### config.mk
export PLATFORM = sky130hd
export DESIGN_NAME = ip_address_text_classifier
export DESIGN_NICKNAME = d
export VERILOG_FILES = /design/src/rtl/ipatc_pkg.sv /design/src/rtl/ip_address_text_classifier.sv
export SDC_FILE = /design/constraint.sdc
export NUM_CORES = 1
export LEC_CHECK = 0
export BUFFER_PORTS_ARGS = -buffer_cell sky130_fd_sc_hd__buf_2
export CAP_MARGIN = 10
export CORE_ASPECT_RATIO = 0.8
export CORE_UTILIZATION = 30
export DETAILED_ROUTE_END_ITERATION = 10
export HOLD_SLACK_MARGIN = 0.1
export SKIP_LAST_GASP = 1
export SLEW_MARGIN = 10
export SYNTH_ARGS = -nofsm -noshare
export SYNTH_HDL_FRONTEND = slang
export SYNTH_SLANG_ARGS = --single-unit
### constraint.sdc
create_clock -name clock -period 3.9 [get_ports clock]
set_clock_uncertainty 0.15 [all_clocks]
set_input_delay 0 -clock clock [delete_from_list [all_inputs] [get_ports clock]]
set_output_delay 0 -clock clock [all_outputs]
set_load 0.03 [all_outputs]
### src/rtl/ipatc_pkg.sv
`default_nettype none
package ipatc_pkg;

   localparam int unsigned CHAR_W   = 8;
   localparam int unsigned KIND_W   = 2;
   localparam int unsigned SEPC_W   = 4;
   localparam int unsigned TLEN_W   = 3;
   localparam int unsigned TNUM_W   = 9;
   localparam int unsigned PROD_W   = 13;

   localparam logic [KIND_W-1:0] SEP_NONE  = 2'd0;
   localparam logic [KIND_W-1:0] SEP_DOT   = 2'd1;
   localparam logic [KIND_W-1:0] SEP_COLON = 2'd2;

   localparam logic [KIND_W-1:0] KIND_NEITHER = 2'd0;
   localparam logic [KIND_W-1:0] KIND_IPV4    = 2'd1;
   localparam logic [KIND_W-1:0] KIND_IPV6    = 2'd2;

   localparam logic [CHAR_W-1:0] CH_DOT   = 8'h2E;
   localparam logic [CHAR_W-1:0] CH_COLON = 8'h3A;
   localparam logic [CHAR_W-1:0] CH_ZERO  = 8'h30;
   localparam logic [CHAR_W-1:0] CH_NINE  = 8'h39;
   localparam logic [CHAR_W-1:0] CH_LA    = 8'h61;
   localparam logic [CHAR_W-1:0] CH_LF    = 8'h66;
   localparam logic [CHAR_W-1:0] CH_UA    = 8'h41;
   localparam logic [CHAR_W-1:0] CH_UF    = 8'h46;

   localparam logic [SEPC_W-1:0] SEPC_MAX  = 4'd15;
   localparam logic [SEPC_W-1:0] SEPC_IPV4 = 4'd3;
   localparam logic [SEPC_W-1:0] SEPC_IPV6 = 4'd7;
   localparam logic [TLEN_W-1:0] TLEN_MAX  = 3'd7;
   localparam logic [TLEN_W-1:0] TLEN_IPV4 = 3'd3;
   localparam logic [TLEN_W-1:0] TLEN_IPV6 = 3'd4;
   localparam logic [TNUM_W-1:0] TNUM_MAX  = 9'd511;
   localparam logic [TNUM_W-1:0] OCTET_MAX = 9'd255;

endpackage
`default_nettype wire

### src/rtl/ip_address_text_classifier.sv
// The result beat appears in the cycle after the end-of-string beat is accepted.
// Throughput: one character beat per cycle but for stalls; the per-token flags and the
// times-ten add are combinational between the request handshake and the state registers.
// A stalled result holds the request side only while the result register is full.
// Reset (synchronous, active high) clears the token and separator state and empties
// the result register.
`default_nettype none
module ip_address_text_classifier (
   input  wire logic       clock,
   input  wire logic       reset,
   input  wire logic       req_tvalid,
   output      logic       req_tready,
   input  wire logic [7:0] req_tdata,   // [7:0] char_code
   input  wire logic       req_tlast,   // end_of_string
   output      logic       rsp_tvalid,
   input  wire logic       rsp_tready,
   output      logic [7:0] rsp_tdata    // [1:0] address_kind, [7:2] zero
);

   // Address-wide state
   logic [ipatc_pkg::KIND_W-1:0] sep_kind_ff,  sep_kind_in;
   logic [ipatc_pkg::SEPC_W-1:0] sep_count_ff, sep_count_in;
   logic                         all_v4_ff,    all_v4_in;
   logic                         all_v6_ff,    all_v6_in;
   logic                         mixed_ff,     mixed_in;
   // Current token state
   logic [ipatc_pkg::TLEN_W-1:0] tok_len_ff,   tok_len_in;
   logic [ipatc_pkg::TNUM_W-1:0] tok_num_ff,   tok_num_in;
   logic                         tok_zero_ff,  tok_zero_in;
   logic                         tok_dec_ff,   tok_dec_in;
   logic                         tok_hex_ff,   tok_hex_in;
   // Result register
   logic                         rsp_valid_ff, rsp_valid_in;
   logic [ipatc_pkg::KIND_W-1:0] rsp_kind_ff,  rsp_kind_in;

   logic                         req_beat;
   logic [ipatc_pkg::CHAR_W-1:0] ch;
   logic                         is_dot, is_colon, is_dec, is_hex;
   logic                         tok_v4, tok_v6, close_v4, close_v6;
   logic [ipatc_pkg::KIND_W-1:0] ch_sep, end_kind;
   logic [ipatc_pkg::PROD_W-1:0] prod;

   // Accept whenever the result register is empty or drains this cycle
   assign req_tready = !rsp_valid_ff || rsp_tready;
   assign req_beat   = req_tvalid && req_tready;
   assign ch         = req_tdata;

   assign rsp_tvalid = rsp_valid_ff;
   assign rsp_tdata  = {{(8 - ipatc_pkg::KIND_W){1'b0}}, rsp_kind_ff};

   always_comb begin
      is_dot   = (ch == ipatc_pkg::CH_DOT);
      is_colon = (ch == ipatc_pkg::CH_COLON);
      is_dec   = (ch >= ipatc_pkg::CH_ZERO) && (ch <= ipatc_pkg::CH_NINE);
      is_hex   = is_dec
               || ((ch >= ipatc_pkg::CH_LA) && (ch <= ipatc_pkg::CH_LF))
               || ((ch >= ipatc_pkg::CH_UA) && (ch <= ipatc_pkg::CH_UF));
      ch_sep   = is_dot ? ipatc_pkg::SEP_DOT : ipatc_pkg::SEP_COLON;

      // Check the token that a separator or the end beat closes
      tok_v4 = (tok_len_ff != '0) && (tok_len_ff <= ipatc_pkg::TLEN_IPV4) && tok_dec_ff
             && !(tok_zero_ff && (tok_len_ff > 3'd1))
             && (tok_num_ff <= ipatc_pkg::OCTET_MAX);
      tok_v6 = (tok_len_ff != '0) && (tok_len_ff <= ipatc_pkg::TLEN_IPV6) && tok_hex_ff;
      close_v4 = all_v4_ff && tok_v4;
      close_v6 = all_v6_ff && tok_v6;

      end_kind = ipatc_pkg::KIND_NEITHER;
      if (!mixed_ff) begin
         if ((sep_kind_ff == ipatc_pkg::SEP_DOT) && (sep_count_ff == ipatc_pkg::SEPC_IPV4)
             && close_v4) begin
            end_kind = ipatc_pkg::KIND_IPV4;
         end else if ((sep_kind_ff == ipatc_pkg::SEP_COLON)
                      && (sep_count_ff == ipatc_pkg::SEPC_IPV6) && close_v6) begin
            end_kind = ipatc_pkg::KIND_IPV6;
         end
      end

      // Times-ten plus digit, saturated at the token number width
      prod = {{(ipatc_pkg::PROD_W-ipatc_pkg::TNUM_W){1'b0}}, tok_num_ff} * 13'd10
           + {{(ipatc_pkg::PROD_W-4){1'b0}}, ch[3:0]};

      // Hold by default
      sep_kind_in  = sep_kind_ff;
      sep_count_in = sep_count_ff;
      all_v4_in    = all_v4_ff;
      all_v6_in    = all_v6_ff;
      mixed_in     = mixed_ff;
      tok_len_in   = tok_len_ff;
      tok_num_in   = tok_num_ff;
      tok_zero_in  = tok_zero_ff;
      tok_dec_in   = tok_dec_ff;
      tok_hex_in   = tok_hex_ff;
      rsp_kind_in  = rsp_kind_ff;
      rsp_valid_in = rsp_valid_ff && !rsp_tready;

      if (req_beat) begin
         if (req_tlast) begin
            // Emit the verdict and drop back to the reset state
            rsp_valid_in = 1'b1;
            rsp_kind_in  = end_kind;
            sep_kind_in  = ipatc_pkg::SEP_NONE;
            sep_count_in = '0;
            all_v4_in    = 1'b1;
            all_v6_in    = 1'b1;
            mixed_in     = 1'b0;
            tok_len_in   = '0;
            tok_num_in   = '0;
            tok_zero_in  = 1'b0;
            tok_dec_in   = 1'b1;
            tok_hex_in   = 1'b1;
         end else if (is_dot || is_colon) begin
            if (sep_kind_ff == ipatc_pkg::SEP_NONE) begin
               sep_kind_in = ch_sep;
            end else if (sep_kind_ff != ch_sep) begin
               mixed_in = 1'b1;
            end
            if (sep_count_ff != ipatc_pkg::SEPC_MAX) begin
               sep_count_in = sep_count_ff + 4'd1;
            end
            all_v4_in   = close_v4;
            all_v6_in   = close_v6;
            tok_len_in  = '0;
            tok_num_in  = '0;
            tok_zero_in = 1'b0;
            tok_dec_in  = 1'b1;
            tok_hex_in  = 1'b1;
         end else begin
            if ((tok_len_ff == '0) && (ch == ipatc_pkg::CH_ZERO)) begin
               tok_zero_in = 1'b1;
            end
            if (!is_dec) begin
               tok_dec_in = 1'b0;
            end
            if (!is_hex) begin
               tok_hex_in = 1'b0;
            end
            if (is_dec) begin
               tok_num_in = (prod > 13'(ipatc_pkg::TNUM_MAX)) ? ipatc_pkg::TNUM_MAX
                                                              : prod[ipatc_pkg::TNUM_W-1:0];
            end
            if (tok_len_ff != ipatc_pkg::TLEN_MAX) begin
               tok_len_in = tok_len_ff + 3'd1;
            end
         end
      end
   end

   always_ff @(posedge clock) begin
      if (reset) begin
         sep_kind_ff  <= ipatc_pkg::SEP_NONE;
         sep_count_ff <= '0;
         all_v4_ff    <= 1'b1;
         all_v6_ff    <= 1'b1;
         mixed_ff     <= 1'b0;
         tok_len_ff   <= '0;
         tok_num_ff   <= '0;
         tok_zero_ff  <= 1'b0;
         tok_dec_ff   <= 1'b1;
         tok_hex_ff   <= 1'b1;
         rsp_valid_ff <= 1'b0;
      end else begin
         sep_kind_ff  <= sep_kind_in;
         sep_count_ff <= sep_count_in;
         all_v4_ff    <= all_v4_in;
         all_v6_ff    <= all_v6_in;
         mixed_ff     <= mixed_in;
         tok_len_ff   <= tok_len_in;
         tok_num_ff   <= tok_num_in;
         tok_zero_ff  <= tok_zero_in;
         tok_dec_ff   <= tok_dec_in;
         tok_hex_ff   <= tok_hex_in;
         rsp_valid_ff <= rsp_valid_in;
      end
   end

   // Payload of the result register needs no reset
   always_ff @(posedge clock) begin
      rsp_kind_ff <= rsp_kind_in;
   end

`ifndef SYNTHESIS
   // An end beat always yields a result beat on the next cycle
   a_end_gives_result: assert property (@(posedge clock) disable iff (reset)
      req_tvalid && req_tready && req_tlast |=> rsp_tvalid)
      else $error("end beat produced no result");

   // An end beat returns the separator state to reset
   a_end_clears_state: assert property (@(posedge clock) disable iff (reset)
      req_tvalid && req_tready && req_tlast |=>
         (sep_count_ff == '0) && (sep_kind_ff == ipatc_pkg::SEP_NONE) && !mixed_ff
         && (tok_len_ff == '0))
      else $error("state not cleared after end beat");

   // Mixed separators can only be flagged once a separator kind is recorded
   a_mixed_needs_kind: assert property (@(posedge clock) disable iff (reset)
      mixed_ff |-> (sep_kind_ff != ipatc_pkg::SEP_NONE))
      else $error("mixed flag without separator kind");

   // A character beat never creates a result
   a_char_no_result: assert property (@(posedge clock) disable iff (reset)
      !rsp_tvalid && !(req_tvalid && req_tready && req_tlast) |=> !rsp_tvalid)
      else $error("result without end beat");
`endif

endmodule
`default_nettype wire

Word-level counts from Yosys, hierarchy flattened:

Index checks and enable logic that the tools add are counted.

* shifts and indexed selects: 0
* reductions and logical operators: 47
* add/subtract/negate cells: 3
* equality and inequality tests: 13
* div/mod/pow operators: 0
* magnitude comparators: 11
* mux-type cells: 35
* bitwise logic cells: 0
* multiply operators: 1

Operator list (number)
* $mux W9: 4
* $eq A8 B6 Y1 const B: 3
* $mux W1: 20
* $logic_and A1 B1 Y1: 19
* $ge A8 B7 Y1 const B: 2
* $le A8 B7 Y1 const B: 2
* $reduce_and A2 Y1: 7
* $add A13 B4 Y13: 1
* $gt A13 B9 Y1 const B: 1
* $mul A9 B3 Y12 const B: 1
* $mux W4: 3
* $reduce_bool A3 Y1: 4
* $mux W2: 5
* $le A9 B8 Y1 const B: 1
* $mux W3: 3
* $ge A8 B6 Y1 const B: 1
* $le A8 B6 Y1 const B: 1
* $reduce_bool A2 Y1: 4
* $ne A3 B2 Y1 const B: 2
* $reduce_and A3 Y1: 2
* $add A4 B1 Y4 const B: 1
* $eq A4 B2 Y1 const B: 1
* $eq A4 B3 Y1 const B: 1
* $logic_or A1 B1 Y1: 4
* other kinds (15): 17

* bits in registers: 27
* bits of input ports: 13
* word-level logic and storage cells: 123
* latch bits: 0
* bits in read-only memories: 0
* memories kept: 0
* memory bits (writable): 0
* output and inout port bits: 10

Logic depth before layout (Yosys ltp):

* word-level depth: 8
* gate-level depth with buffers: 9
* depth with buffers taken out: 9

Worst setup path before layout:

OpenSTA, ideal clock, no wires.

* path kind: register to register
* from: reg tok_num_ff[1] (netlist bit)
* to: reg tok_num_ff[0] (netlist bit)
* arrival time: 2.843 ns
* required time: 3.616 ns
* stages on the path, launching flop included: 10
* library setup time: 0.134 ns
* path buffers: 0
* slack: 0.774 ns
* clock period less this slack: 3.126 ns
* cell sequence: dfxtp_1 ha_1 ha_1 fa_1 xor2_2 o2111ai_1 or3_1 or4_4 a21oi_4 a211oi_1

* cells in the longest elaborated chain, start to end: 7

Ends and longest elaborated chain
* start: declaration: line ip_address_text_classifier.sv:28 `logic [ipatc_pkg::TNUM_W-1:0] tok_num_ff, tok_num_in;`
* start signal: assignment: line ip_address_text_classifier.sv:169 `tok_num_ff <= tok_num_in;`
* $mul A9 B3 Y12: line ip_address_text_classifier.sv:80 `prod = {{(ipatc_pkg::PROD_W-ipatc_pkg::TNUM_W){1'b0}}, tok_num_ff} * 13'd10`
* $add A13 B4 Y13: line ip_address_text_classifier.sv:81 `+ {{(ipatc_pkg::PROD_W-4){1'b0}}, ch[3:0]};`
* $gt A13 B9 Y1: line ip_address_text_classifier.sv:139 `tok_num_in = (prod > 13'(ipatc_pkg::TNUM_MAX)) ? ipatc_pkg::TNUM_MAX`
* $mux W9: line ip_address_text_classifier.sv:139
* $mux W9: line ip_address_text_classifier.sv:138 `if (is_dec) begin`
* $mux W9: line ip_address_text_classifier.sv:112 `end else if (is_dot || is_colon) begin`
* $mux W9: line ip_address_text_classifier.sv:98 `if (req_tlast) begin`

Every way passes these cells. The select of a mux whose other input is x is not followed.
A chain may end at the register's enable or synchronous reset.

Worst setup path in the final report:

Same ends and word-level chain as after synthesis.

==> impl_metrics.json <==
{
  "status": "completed",
  "start_kind": "flop",
  "synthTopCellsByCount": "a21oi_1 (26), dfxtp_1 (25), ha_1 (24)",
  "cp.depth": 9,
  "ctsResizeCount": 0,
  "async_reset_ff_frac": 0,
  "cpMaxStageDelayCell": "or4_4",
  "crit_path_max_incr_delay_ns": 0.50,
  "cts_tree": "done",
  "ys_ff_latch": 27,
  "crit_top_cell": "ha_1",
  "synthFlopType": "dfxtp_1",
  "cts.sinks": 27,
  "tightest_slew_ns": 0.592,
  "path_delay_family": "adder cells",
  "cp-end-kind": "flop",
  "clockBufferDepth": 2,
  "port_buffers": 16,
  "report.final.slew_viol_count": 0,
  "drtIter0Drc": 80,
  "synthMostInstantiatedCell": "a21oi_1",
  "min_period_over_period": 0.877,
  "start_util": 0.317,
  "setup_viol": 0,
  "whs_ns": 0.122,
  "syn_area_sq_mm": 0.00191,
  "ir_drop_v": 0.000113,
  "grt_max_degree": 18,
  "drt_pre_antenna_iters": 4,
  "synthToLayoutAreaGrowth_pct": 14.3,
  "antenna_found_initial": 0,
  "yosys.area.top_type_share": 0.262,
  "overflow": 0,
  "globalplace.congestion": 0.776,
  "reg2reg_depth": 9,
  "boundaryPins": 23,
  "ant_nets": 0,
  "nFillCells": 635,
  "clkSlewWorstSetupHoldPaths_ns": 0.10,
  "post_drt_via_cell_ratio": 4.98,
  "grt_pass1_vias": 1465,
  "syn_inst": 225,
  "num_vias": 1637,
  "holdCritPathClass": "in -> reg",
  "grt_setup_unrepaired": "no",
  "synth-seq-area-share": 0.293,
  "die_x_um": 91.3,
  "crit_chain": "ha_1 > ha_1 > fa_1 > xor2_2 > o2111ai_1 > or3_1 > or4_4 > a21oi_4 > a211oi_1",
  "insertedDiodeCount": 0,
  "crit_buf_inv": 0,
  "dieArea_sq_mm": 0.00670,
  "holdBufCountCts": 9,
  "syn_area_per_cell_sq_um": 8.50,
  "fp.coreArea_sq_mm": 0.00604,
  "hold_viol": 0,
  "period_minus_slack_ns": 3.42,
  "power.density_mw_per_mm2": 242,
  "min_delay_path_depth": 6,
  "fp-row-count": 25,
  "clock_latency_ns": 0.28,
  "numCtsBuffers": 3,
  "drv_cap": 0,
  "path_class": "reg -> reg",
  "drive_gt1_frac": 0.113,
  "arrival_ns": 3.43,
  "grt_first_pass_wirelength_um": 6870,
  "detail_route.wl_per_cell_um": 12.1,
  "cp.required_ns": 3.91,
  "p_leak_nw": 0.935,
  "max_clock_freq_mhz": 292,
  "synth_edf_count": 2,
  "drc": 0,
  "cts_setup_buffers": 0,
  "slew_headroom": 0.604,
  "die_h_um": 73.4,
  "htreeDepth": 1,
  "nets": 288,
  "wl_um": 3990,
  "place_hpwl_um": 3040,
  "clockRootBuffer": "clkbuf_8",
  "yosysTopAreaCell": "dfxtp_1",
  "yosysUniqueCellTypes": 46,
  "setup_tns_ns": 0,
  "grt_use_total": 0.126,
  "yosys-top-cells-area": "dfxtp_1 (26%), ha_1 (16%), a21oi_1 (6.8%), nor2_1 (4.5%), a211oi_1 (4.3%)",
  "crit_path_max_fanout": 9,
  "yosys_warnings": 0
}
==> per-layer routing <==
| metal | routed length, um | global-route usage | vias to the layer above |
|---|---|---|---|
| met1 | 2180 | 0.192 | 744 |
| met5 | 0 | 0 | - |
| li1 | - | - | 853 |
| met2 | 1630 | 0.189 | 37 |
| met3 | 179 | 0.0248 | 3 |
| met4 | 10 | 0.0106 | 0 |
==> cell usage in the layout (no fill, tap or decap), types with 8 or more instances in the layout <==
cell / synthesis / routed
dlygate4sd3_1: 0 / 9
dfxtp_1: 25 / 25
a21oi_1: 26 / 26
buf_2: 0 / 16
inv_1: 8 / 8
ha_1: 24 / 24
nand2_1: 17 / 17
nor2_1: 23 / 23
o21ai_0: 12 / 12
a211oi_1: 11 / 11
==> kinds of logic after synthesis <==
logic type | Yosys count | synth area share
compound gates | 61 | 0.195
xor+xnor | 11 | 0.0543
fa+ha+maj | 26 | 0.178
buf+inv | 19 | 0.0491
flops | 27 | 0.293
other cells | 1 | 0.00196
simple gates | 80 | 0.229
==> report_power, final <==
group / internal [mW] / switching (mW)
registers: 0.286 / 0.00494
clock network: 0.0719 / 0.0937
logic: 0.0269 / 0.0460
==> state kept, by name, indices dropped and copies added (netlist names), 2 cells and up <==
name	cells
tok_num_ff	9
rsp_kind_ff	2
tok_len_ff	3
sep_count_ff	4
sep_kind_ff	2
==> stage by stage <==
| stage | util | cells | setup slack, ns | total power, mW | area, sq um |
|---|---|---|---|---|---|
| floorplan | - | 230 | 0.774 | 0.347 | 1930 |
| global placement | 0.339 | 316 | 0.594 | 0.362 | 2050 |
| detailed placement | 0.339 | 316 | 0.517 | 0.363 | 2050 |
| CTS | 0.362 | 329 | 0.493 | 0.531 | 2190 |
| global route | 0.362 | 329 | 0.300 | 0.551 | 2190 |
| finish | 0.362 | 329 | 0.481 | 0.529 | 2190 |
==> layout make-up <==
cell class | instances | area, sq um | share of cell area
inverters | 8 | 30.0 | 0.0137
repair buffers | 25 | 170 | 0.0778
multi-input cells | 184 | 1280 | 0.584
well taps | 81 | 101 | 0.0464
clock inverters | 1 | 5.00 | 0.00229
clock buffers | 3 | 41.3 | 0.0189
flip-flops and latches | 27 | 561 | 0.256
==> path summary, 6_finish.rpt <==
path,to,startpoint,slack [ns]
worst max-delay path,tok_num_ff[0]$_SDFFE_PP0P_,tok_num_ff[1]$_SDFFE_PP0P_,0.48
worst min register to register,all_v6_ff$_SDFFE_PP1P_,all_v6_ff$_SDFFE_PP1P_,0.31
worst min-delay path,tok_dec_ff$_SDFFE_PP1P_,req_tdata[1],0.12
worst max register to register,tok_num_ff[0]$_SDFFE_PP0P_,tok_num_ff[1]$_SDFFE_PP0P_,0.48
==> tightest hold or removal path: stages <==
cell     delay, ns
buf_2         0.13
o21ai_0       0.08
nand3_1       0.12
nand2_1       0.07
nand2_1       0.06
nand2_1       0.05
Note: power is estimated with default switching activity, not from simulation.
